==> src/sv/ssps_cell.sv <==
// One state cell: holds one state element and shifts it to its neighbor.
`timescale 1ns / 1ps
module ssps_cell (
    input  logic               i_clk,
    input  logic               i_shift,
    input  logic               i_load,
    input  logic signed [31:0] i_load_value,
    input  logic signed [31:0] i_prev,
    output logic signed [31:0] o_value
);
    logic signed [31:0] r_value;
    always_ff @(posedge i_clk) begin
        if (i_load) begin
            r_value <= i_load_value;
        end else if (i_shift) begin
            r_value <= i_prev;
        end
    end
    assign o_value = r_value;
endmodule

==> config.mk <==
export PLATFORM = sky130hd
export DESIGN_NAME = ssps_cell
export DESIGN_NICKNAME = d
export VERILOG_FILES = /design/src/sv/ssps_cell.sv
export SDC_FILE = /design/constraint.sdc
export NUM_CORES = 1
export LEC_CHECK = 0
export BUFFER_PORTS_ARGS = -buffer_cell sky130_fd_sc_hd__buf_2
export CELL_PAD_IN_SITES_DETAIL_PLACEMENT = 1
export CELL_PAD_IN_SITES_GLOBAL_PLACEMENT = 1
export CORE_MARGIN = 2
export CORE_UTILIZATION = 35
export CTS_BUF_LIST = sky130_fd_sc_hd__clkbuf_8 sky130_fd_sc_hd__clkbuf_16
export CTS_CLUSTER_SIZE = 25
export DETAILED_ROUTE_END_ITERATION = 8
export PLACE_DENSITY = 0.91
export SYNTH_ARGS = -nofsm -noshare
export SYNTH_HDL_FRONTEND = slang
export SYNTH_SLANG_ARGS = --single-unit
==> constraint.sdc <==
create_clock -name i_clk -period 4.7 [get_ports i_clk]
set_clock_uncertainty 0.2 [all_clocks]
set_input_delay 0.94 -clock i_clk [delete_from_list [all_inputs] [get_ports i_clk]]
set_output_delay 0.94 -clock i_clk [all_outputs]
set_load 0.03 [all_outputs]
; ---- Word level (Yosys, flattened, before mapping)
; Index checks and enable logic that the tools add are counted.
[word_totals]
regBits = 32
in_bits = 67
output_inout_bits = 32
wordCells = 4
[op_classes]
muxes = 2
n_reduce_logical = 1
[op_table]
columns = cell, n
row1 = 32-bit two-way mux, 2
row2 = 2-bit nonzero test, 1

; ---- Longest topological paths before layout
[depth]
word_depth = 2
ltp_mapped = 3
mapped_depth_nobuf = 1

; ---- Worst setup path before layout
; OpenSTA, ideal clock, no wires.
[synth_path]
path_kind = input port to flip-flop
startpoint = input i_load
endpoint = register r_value[0] (netlist: o_value[0]), enable pin
setup_time_ns = 0.390
arrival_time_ns = 1.962
required_ns = 4.110
path_slack_ns = 2.147
path_stages = 3
path_cell_list = buf_6 -> buf_12 -> or2_1
[synth_via]
elab_chain_len = 1
[synth_rtl]
columns = item, line
row1 = start: declaration, 6  ; input logic i_load,
row2 = 2-bit nonzero test (no source line), --
row3 = end signal: assignment, 14  ; r_value <= i_load_value;
row4 = end signal: assignment, 16  ; r_value <= i_prev;
row5 = end: declaration, 11  ; logic signed [31:0] r_value;
; Every way passes these cells.
; A chain may end at the register's enable or synchronous reset.

; ---- Final worst setup path
[layout_path]
startpoint = input i_load
endpoint = register r_value[25] (netlist: o_value[25]), enable pin
; The elaborated chain is that of the path after synthesis.

==> run summary <==
Sequential area share after synthesis = 63.7%
PortBufs = 98
Postcts setup bufs = 0
Endpoints failing setup = 0
Peak VDD IR = 0.173 mV
Vias in the first global route = 1060
Mapped Area = 1510 sq um
Least-Margin Pin Slew = 0.986 ns
Synth unique cells = 6
Clk sinks = 32
LEAKAGE = 1.01 nW
Synth top area share = 63.7%
Routability Congestion = 0.695
Ant diodes = 0
Yosys warnings = 0
Num CTS Buffers = 5
Combinational family with the most area after synthesis = multiplexers
Startpoint Class = input port
Number of gates resized after CTS = 0
CTS clk-pin slew, worst paths = 0.07 ns
Top cells by count, synth = 32 x edfxtp_1, 29 x mux2_4, 3 x buf_12, 3 x mux2_2
Hold depth = 2
Per-cell routed wire length = 14.3 microns
Die Y-Extent = 69.6 microns
Synth area leaders = edfxtp_1 64%, mux2_4 29%, buf_12 4.0%
Hold Startpoint = i_prev[14]
Core box area = 4090 sq um
Cell-internal power = 522 uW
CTS root buffer = clkbuf_8
Clock power frac = 26.7%
Final period util = 54.1%
Layout Utilization = 50.9%
Net Sw Frac = 27.8%
Drt pass-1 iters = 3
Most numerous cell in the Yosys netlist = edfxtp_1
Reg power frac = 49.5%
Status = finished, final reports clean
Chip width = 69.6 microns
Filler cells = 443
Most used DFF post-synth = edfxtp_1
Worst Path Class, Setup = in2reg
Post-synth EDFFs = 32
I/O pins = 99
Clock Path Buffers = 2
Share of post-route cells with drive strength above 1 = 80.2%
P_sw = 201 uW
Antenna-violating nets left = 0
Complex-gate fraction of the synthesized area = 0%
Max Cap Viol = 0
Power density over the cells = 348 nW/um^2
Starting Density = 36.9%
Max Clk Rate = 0.394 GHz
Avg Vias per Cell = 4.51
Mux cell area share after synthesis = 31.1%
Gr usage total = 13.5%
Fin crit period = 2.54 ns
WL final = 3170 microns
Routed vias = 1001
First-pass GRT wire length = 5000 microns
Post-synthesis simple-gate area fraction = 0.415%
Initial antenna violation count = 0
Post-Synth XOR/XNOR Area = 0%
Total die area = 4850 sq um
Post-synth top area cell = edfxtp_1
Crit path max fanout = 33
Total negative slack = 0 ns
RSZ-0062 raised after global routing = no
CP arrival = 2.27 ns
Final-stage net count = 238
Post-Synthesis Cells = 69
1st-iter DRT viols = 52
Area grow syn2layout = 37.9%
CP required = 4.43 ns
Synth async-reset ratio = 0%
CTS tree = built
# H-tree levels = 2
Post-synthesis average cell area = 21.9 sq um
Syn nets = 136
Cts hold-fix bufs = 0
Worst hold path class = in2reg
GRT overflow = 0
Pin count of the biggest net entering global routing = 34
Hold EP = o_value[14]
Final hold violations = 0
# DRC = 0
# rows = 23
Slew HR = 34.3%
CP Capture Type = register
FF+latch count, synth = 32
Max reg flops = 32
Comb power frac = 23.9%
Synth Area in Adders = 0%
Max Slew Vio Count = 0
-- cell type report --
class | instances | area, sq um | share of cell area, %
clock inverter | 3 | 13.8 | 0.662
sequential | 32 | 961 | 46.2
timing repair buffer | 99 | 498 | 23.9
multi-input combinational | 33 | 475 | 22.9
clock buffer | 5 | 68.8 | 3.31
tap | 50 | 62.6 | 3.01
-- through the flow --
stage	hold WS (ns)	area (sq um)	worst slack [ns]	total power [mW]	cells
final	0.761	2080	2.16	0.723	222
after global routing	0.753	2080	2.07	0.755	222
after CTS	0.754	2080	2.12	0.733	222
after detailed placement	1.04	2000	1.84	0.540	214
after global placement	1.04	2000	1.92	0.534	214
after floorplan	0.957	1510	2.15	0.481	69
-- worst max path at each step --
stage / start / endpoint / slack, ns / cells after the start
final: i_load / o_value[25] / 2.16 / 3
after global routing: i_load / o_value[12] / 2.07 / 3
after CTS: i_load / o_value[4] / 2.12 / 3
after detailed placement: i_load / o_value[0] / 1.84 / 3
after global placement: i_load / o_value[0] / 1.92 / 3
after floorplan: i_load / o_value[0] / 2.15 / 3
-- worst max-delay path: stages --
cell and delay, ns:
buf_2 0.73, or2_1 0.21, buf_4 0.36
-- cells in the final DEF, fill, tap and decap left out, drive strengths merged --
master / synthesis / routed
clkbuf: 0 / 5
edfxtp: 32 / 32
clkinv: 0 / 3
buf: 4 / 99
mux2: 32 / 32
or2: 1 / 1
-- power by group through the flow --
stage	clock, mW	combinational [mW]	sequential (mW)
finish	0.193	0.173	0.358
global route	0.211	0.182	0.362
CTS	0.199	0.176	0.358
detailed placement	0	0.176	0.364
global placement	0	0.172	0.362
floorplan	0	0.0505	0.431
-- routing by layer --
layer	part of all wire, %	routed length [microns]	up-vias	track usage, %
met5	0	0	-	0
met4	0.79	25	0	5.13
met3	12	384	2	6.40
met2	51	1630	64	23.5
met1	36	1130	464	14.1
li1	-	-	471	-
-- kinds of logic (layout without fill, tap and decap cells) --
family,Yosys count,in the layout
DFF,32,32
and+or+nand+nor,1,1
buffers and inverters,4,107
muxes,32,32
Note: power is estimated with default switching activity, not from simulation.
