[config.mk]
export PLATFORM = sky130hd
export DESIGN_NAME = ssps_mac
export DESIGN_NICKNAME = d
export VERILOG_FILES = /design/src/sv/ssps_pkg.sv /design/src/sv/ssps_mac.sv
export SDC_FILE = /design/constraint.sdc
export NUM_CORES = 2
export LEC_CHECK = 0
export BUFFER_PORTS_ARGS = -buffer_cell sky130_fd_sc_hd__buf_2
export CAP_MARGIN = 20
export CORE_MARGIN = 8
export CORE_UTILIZATION = 25
export CTS_CLUSTER_DIAMETER = 100
export DETAILED_ROUTE_END_ITERATION = 10
export PLACE_DENSITY_LB_ADDON = 0.25
export SLEW_MARGIN = 5
export SYNTH_ARGS = -nofsm -noshare
export SYNTH_HDL_FRONTEND = slang
export SYNTH_SLANG_ARGS = --single-unit
[constraint.sdc]
create_clock -name i_clk -period 10 [get_ports i_clk]
set_input_delay 1 -clock i_clk [delete_from_list [all_inputs] [get_ports i_clk]]
set_output_delay 1 -clock i_clk [all_outputs]
set_load 0.05 [all_outputs]
[src/sv/ssps_pkg.sv]
// Shared types and constants for the state-space plant step block.
`timescale 1ns / 1ps
package ssps_pkg;
    localparam logic [1:0] OP_LOAD_COEF  = 2'd0;
    localparam logic [1:0] OP_LOAD_STATE = 2'd1;
    localparam logic [1:0] OP_STEP       = 2'd2;
    localparam logic [1:0] OP_EVAL       = 2'd3;

    localparam logic [16:0] FRICTION_RESET = 17'd6554;
    localparam logic [47:0] TIME_MAX       = 48'hFFFF_FFFF_FFFF;
    localparam int          VEL_IDX_0      = 1;
    localparam int          VEL_IDX_1      = 3;

    typedef struct packed {
        logic [1:0]         opcode;
        logic [5:0]         load_index;
        logic signed [31:0] load_value;
        logic signed [31:0] drive_0;
        logic signed [31:0] drive_1;
        logic [30:0]        time_step;
        logic               friction_enable;
    } t_in_word;

    typedef struct packed {
        logic signed [31:0] measure_0;
        logic signed [31:0] measure_1;
        logic [47:0]        elapsed_time;
    } t_out_word;

    // Control handed to the MAC along with each operand.
    typedef struct packed {
        logic       vld;   // operand on the bus is live
        logic       clr;   // first term of a dot product
        logic       last;  // last term: round and retire
    } t_mac_ctl;

    // Round to nearest (ties up) from exact Q48.32 sum, add bias, saturate.
    function automatic logic signed [31:0] round_sat(input logic signed [79:0] acc,
                                                    input logic signed [18:0] bias);
        logic signed [80:0] r;
        logic signed [64:0] q;
        begin
            r = {acc[79], acc} + 81'sd32768;
            q = r[80:16] + {{46{bias[18]}}, bias};
            if (q > 65'sh0_7FFF_FFFF)       round_sat = 32'sh7FFF_FFFF;
            else if (q < -65'sh0_8000_0000) round_sat = 32'sh8000_0000;
            else                            round_sat = q[31:0];
        end
    endfunction
endpackage

[src/sv/ssps_mac.sv]
// Shared multiply-accumulate unit with registered product.
`timescale 1ns / 1ps
module ssps_mac (
    input  logic                        i_clk,
    input  ssps_pkg::t_mac_ctl          i_ctl,
    input  logic signed [31:0]          i_a,
    input  logic signed [31:0]          i_b,
    output logic                        o_done,
    output logic signed [79:0]          o_acc
);
    logic signed [63:0] r_prod;
    ssps_pkg::t_mac_ctl r_ctl;
    logic signed [79:0] r_acc;
    logic               r_done;
    always_ff @(posedge i_clk) begin
        r_prod <= i_a * i_b;
        r_ctl  <= i_ctl;
        r_done <= r_ctl.vld & r_ctl.last;
        if (r_ctl.vld) begin
            r_acc <= (r_ctl.clr ? 80'sd0 : r_acc) + {{16{r_prod[63]}}, r_prod};
        end
    end
    assign o_done = r_done;
    assign o_acc  = r_acc;
endmodule

---- After elaboration in Yosys (flattened, before gate mapping) ----
Index checks and enable logic that the tools add are counted.
word-level totals
  bits of input ports ..................... 68
  flip-flop bits (word level) ............. 148
cells by class
  $mul .................................... 1
  mux-type cells .......................... 1
  bitwise logic cells ..................... 1
  add/sub/neg operators ................... 1
operators by type and width
  operator                      count
  adder 80 bit                  1
  2-to-1 mux 80 bit             1
  multiplier 32 x 32 -> 64 bit  1
  bitwise AND 1 bit             1

---- Depth between registers and ports, before layout ----
  depth after elaboration ................. 2
  mapped depth ............................ 30
  gate-level depth less buffers ........... 28

---- Worst setup path after synthesis ----
No wires, ideal clock.
  path type ............................... input-to-reg
  start ................................... input i_a[31]
  end ..................................... register r_prod[60]
  stages on the path ...................... 24
  required time ........................... 9.873 ns
  arrival ................................. 8.067 ns
  setup slack ............................. 1.806 ns
  setup time .............................. 0.127 ns
  cells stage by stage .................... clkbuf_1 > nand2_1 > inv_1 > fa_1 > inv_1 > fa_1 > inv_1 > fa_1 > fa_1 > inv_1 > fa_1 > inv_1 > fa_1 > inv_1 > fa_1 > inv_1 > fa_1 > ha_1 > a21o_1 > a21o_1 > o41ai_2 > a21oi_1 > nor4b_1 > or3_1
between the ends
  word-level cells in the longest chain between the ends .. 1
ends and longest elaborated chain
  element                       RTL line        text
  start: declaration            ssps_mac.sv:6   input logic signed [31:0] i_a,
  multiplier 32 x 32 -> 64 bit  ssps_mac.sv:16  r_prod <= i_a * i_b;
  end signal: assignment        ssps_mac.sv:16
  end: declaration              ssps_mac.sv:11  logic signed [63:0] r_prod;
No other way between the ends.
A chain may end at the register's enable or synchronous reset.

---- Worst setup path after layout ----
  start ................................... input i_b[5]
  end ..................................... register r_prod[57]
between the ends
  word-level cells in the longest chain between the ends .. 1
ends and longest elaborated chain
  element                       RTL line        text
  start: declaration            ssps_mac.sv:7   input logic signed [31:0] i_b,
  multiplier 32 x 32 -> 64 bit  ssps_mac.sv:16
No other way between the ends.

==> run metrics <==
fillers 19358; Die H 442.1 µm; Port Buffer Count 148; RSZ-0062 raised after global routing false; Pre-antenna DRT Iters 7; core box area 0.1805 mm²; Fin Setup TNS 0 ps; P&R area growth vs syn 8.401%; first-pass GRT wire length 222800 µm; Placement Rows 156; Crit Path Class input port to flop; routed wl met3 5238 µm; Max Freq 112.2 MHz; Initial Util 25.14%; CTS H-tree depth 4; TritonCTS clock tree done; Met2 Wirelength 69410 µm; post-cts gate resize count 0; vias per inst 4.461; Reg clk slew, reported paths 60 ps; final setup violation count 0; critical path cell sequence buf_2 -> nand2_1 -> inv_1 -> fa_1 -> inv_1 -> fa_1 -> inv_1 -> fa_1 -> fa_1 -> inv_1 -> buf_4 -> fa_1 -> fa_1 -> fa_1 -> fa_1 -> inv_1 -> ha_1 -> a2111oi_0 -> o211ai_1 -> nand3_1 -> nand3_1 -> a2111o_1 -> o311ai_0; relative slew slack 34.67%; drt drc 0; Largest stage delay, worst path 800 ps; syn avg cell area 9.371 µm²; WP data required 10300 ps; ranking of synthesized cells by area fa_1 (48%), inv_1 (8.3%), ha_1 (7.3%), and2_1 (7.0%), edfxtp_1 (5.3%); Worst Path Buf+Inv 7; CTS Buffer Depth 2; Crit-path slowest cell fa_1; Clock Skews 13.15 ps; Worst Hold Class flop to flop; Nets 6227; top-area cell type share of the netlist area 47.77%; # hold bufs at CTS 0; ys flop type edfxtp_1; Cells after Synth 4843; max-capacitance violation count 0; Most Frequent Cell on Critical Path fa_1; postcts setup bufs 0; Net Count, Synth 6257; Worst-Skew Late Latency 460 ps; synth warn 0; GRT overflow 0; Worst Tran Pin Value 979.9 ps; total number of vias 32115; layout cells sized above 1 5.636%; Final ANT Viol Nets 0; Synth async-reset ratio 0%; Worst R2R Setup Slack 5460 ps; WL per Instance 19.59 µm; Seq/Total Area, Yosys 8.293%; Global Route Usage Sum 14.52%; Setup crit end kind flop; largest net degree at the start of global routing 58; max layer used met5; CP delay by family, top adder cells; Startpoint Class input port; clock period minus final worst setup slack 8911 ps; initial drt markers 1530; die area 0.1954 mm²; leading area contributor after synthesis fa_1; Final Hold Fails 0; IO Count 149; total CTS buffers 17; status complete, no violations; initial antenna violation count 12; Final Slew Violations 0; vias in the first global route 36154; CTS Sinks 148; detailed-route wire length 141000 µm; root buffer cell clkbuf_16; Tcrit/Tclk final 89.11%; Synth cell types 75; gpl congestion 0.8447; Post-Synthesis Cell Area 0.04538 mm²; Max FO, Critical Path 32; Synth Register Bits 148; WP data arrival 9210 ps; die width 442.1 µm; Final HPWL DP 117700 µm; Post-synth EDFFs 80; M1 WL 62830 µm
## state kept, by name (all words and copies together), names as in the netlist
name	count
o_acc	80
r_prod	64
r_ctl	3
o_done	1
## routing by layer
metal | global-route usage (%) | up-vias
met2 | 25.65 | 608
met4 | 3.511 | 6
met1 | 18.93 | 16852
met3 | 1.718 | 135
li1 | - | 14514
met5 | 0 | -
## final timing paths
kind	from	endpoint	cells after the start
max	i_b[5]	r_prod[57]	23
min	r_ctl[0]	o_done	1
max reg2reg	r_ctl[1]	o_acc[66]	13
min reg2reg	r_ctl[0]	o_done	1
## layout by cell type (no fill, tap or decap), drive strengths merged, types with 9 or more instances in the layout
cell	n
o21a	19
nand2	590
dfxtp	68
fa	1083
o21bai	21
nor3	20
a21oi	149
and2	505
o21ai	85
a21o	92
xor2	39
edfxtp	80
ha	263
a31oi	16
clkbuf	17
a211o	9
nor2	100
xnor2	98
o211ai	12
a211oi	23
nor2b	92
nand3	23
and3	23
inv	1010
nand2b	26
nand4	43
buf	210
## cell usage after synthesis (all sizes together), types with 19 or more instances
| master | number |
|---|---|
| nand2b | 26 |
| and2 | 505 |
| ha | 263 |
| a211oi | 23 |
| nor2 | 100 |
| inv | 1003 |
| nand3 | 23 |
| dfxtp | 68 |
| nand2 | 590 |
| nor2b | 92 |
| edfxtp | 80 |
| o21bai | 21 |
| o21ai | 85 |
| o21a | 19 |
| a21o | 92 |
| and3 | 23 |
| a21oi | 149 |
| xor2 | 39 |
| xnor2 | 98 |
| clkbuf | 253 |
| nor3 | 20 |
| fa | 1083 |
| nand4 | 43 |
## final cells by class
type	count	area (µm²)	area share (%)
Antenna cell	3	7.507	0.01526
Clock buffer	17	425.4	0.8647
Clock inverter	15	190.2	0.3866
Inverter	1003	3765	7.653
Multi-Input combinational cell	3433	36860	74.94
Sequential cell	148	3771	7.666
Tap cell	2370	2965	6.028
Timing Repair Buffer	210	1206	2.452
## metrics by stage
step | utilization (%) | cells | hold WS [ps] | setup WS, ps | instance area [µm²]
final | 27.25 | 7199 | 424.9 | 1089 | 49190
after global routing | 27.24 | 7196 | 441.5 | 671.1 | 49190
after CTS | 27.24 | 7196 | 426.8 | 1140 | 49190
after detailed placement | 26.90 | 7164 | 411.2 | 668.0 | 48570
after global placement | 26.90 | 7164 | 411.6 | 604.4 | 48570
after floorplan | - | 4843 | 405.7 | 1806 | 45380
## logic make-up (layout without fill, tap and decap cells)
family	count (synthesis)	count (layout)	synth area share (%)
and+or+nand+nor	1456	1456	16.32
other	0	3	0
AOI/OAI and AO/OA	491	491	7.177
buffers and inverters	1262	1245	10.48
adders and majority gates	1346	1346	55.02
muxes	3	3	0.06893
DFF	148	148	8.293
xor gates and xnor gates	137	137	2.644
## worst register-to-register path: stages (launching register included)
cell,delay (ps)
dfxtp_4,550
buf_4,610
nor2b_1,180
ha_1,440
a21o_1,220
a21o_1,160
a21oi_1,220
o21ai_0,150
nor4_2,680
nor3_2,130
nor2_1,250
o21ai_2,140
a2111oi_1,460
a211oi_2,100
Power is left out: the tool's default activity adds up to more than one toggle a clock period on the data nets, which glitch-free logic cannot reach.
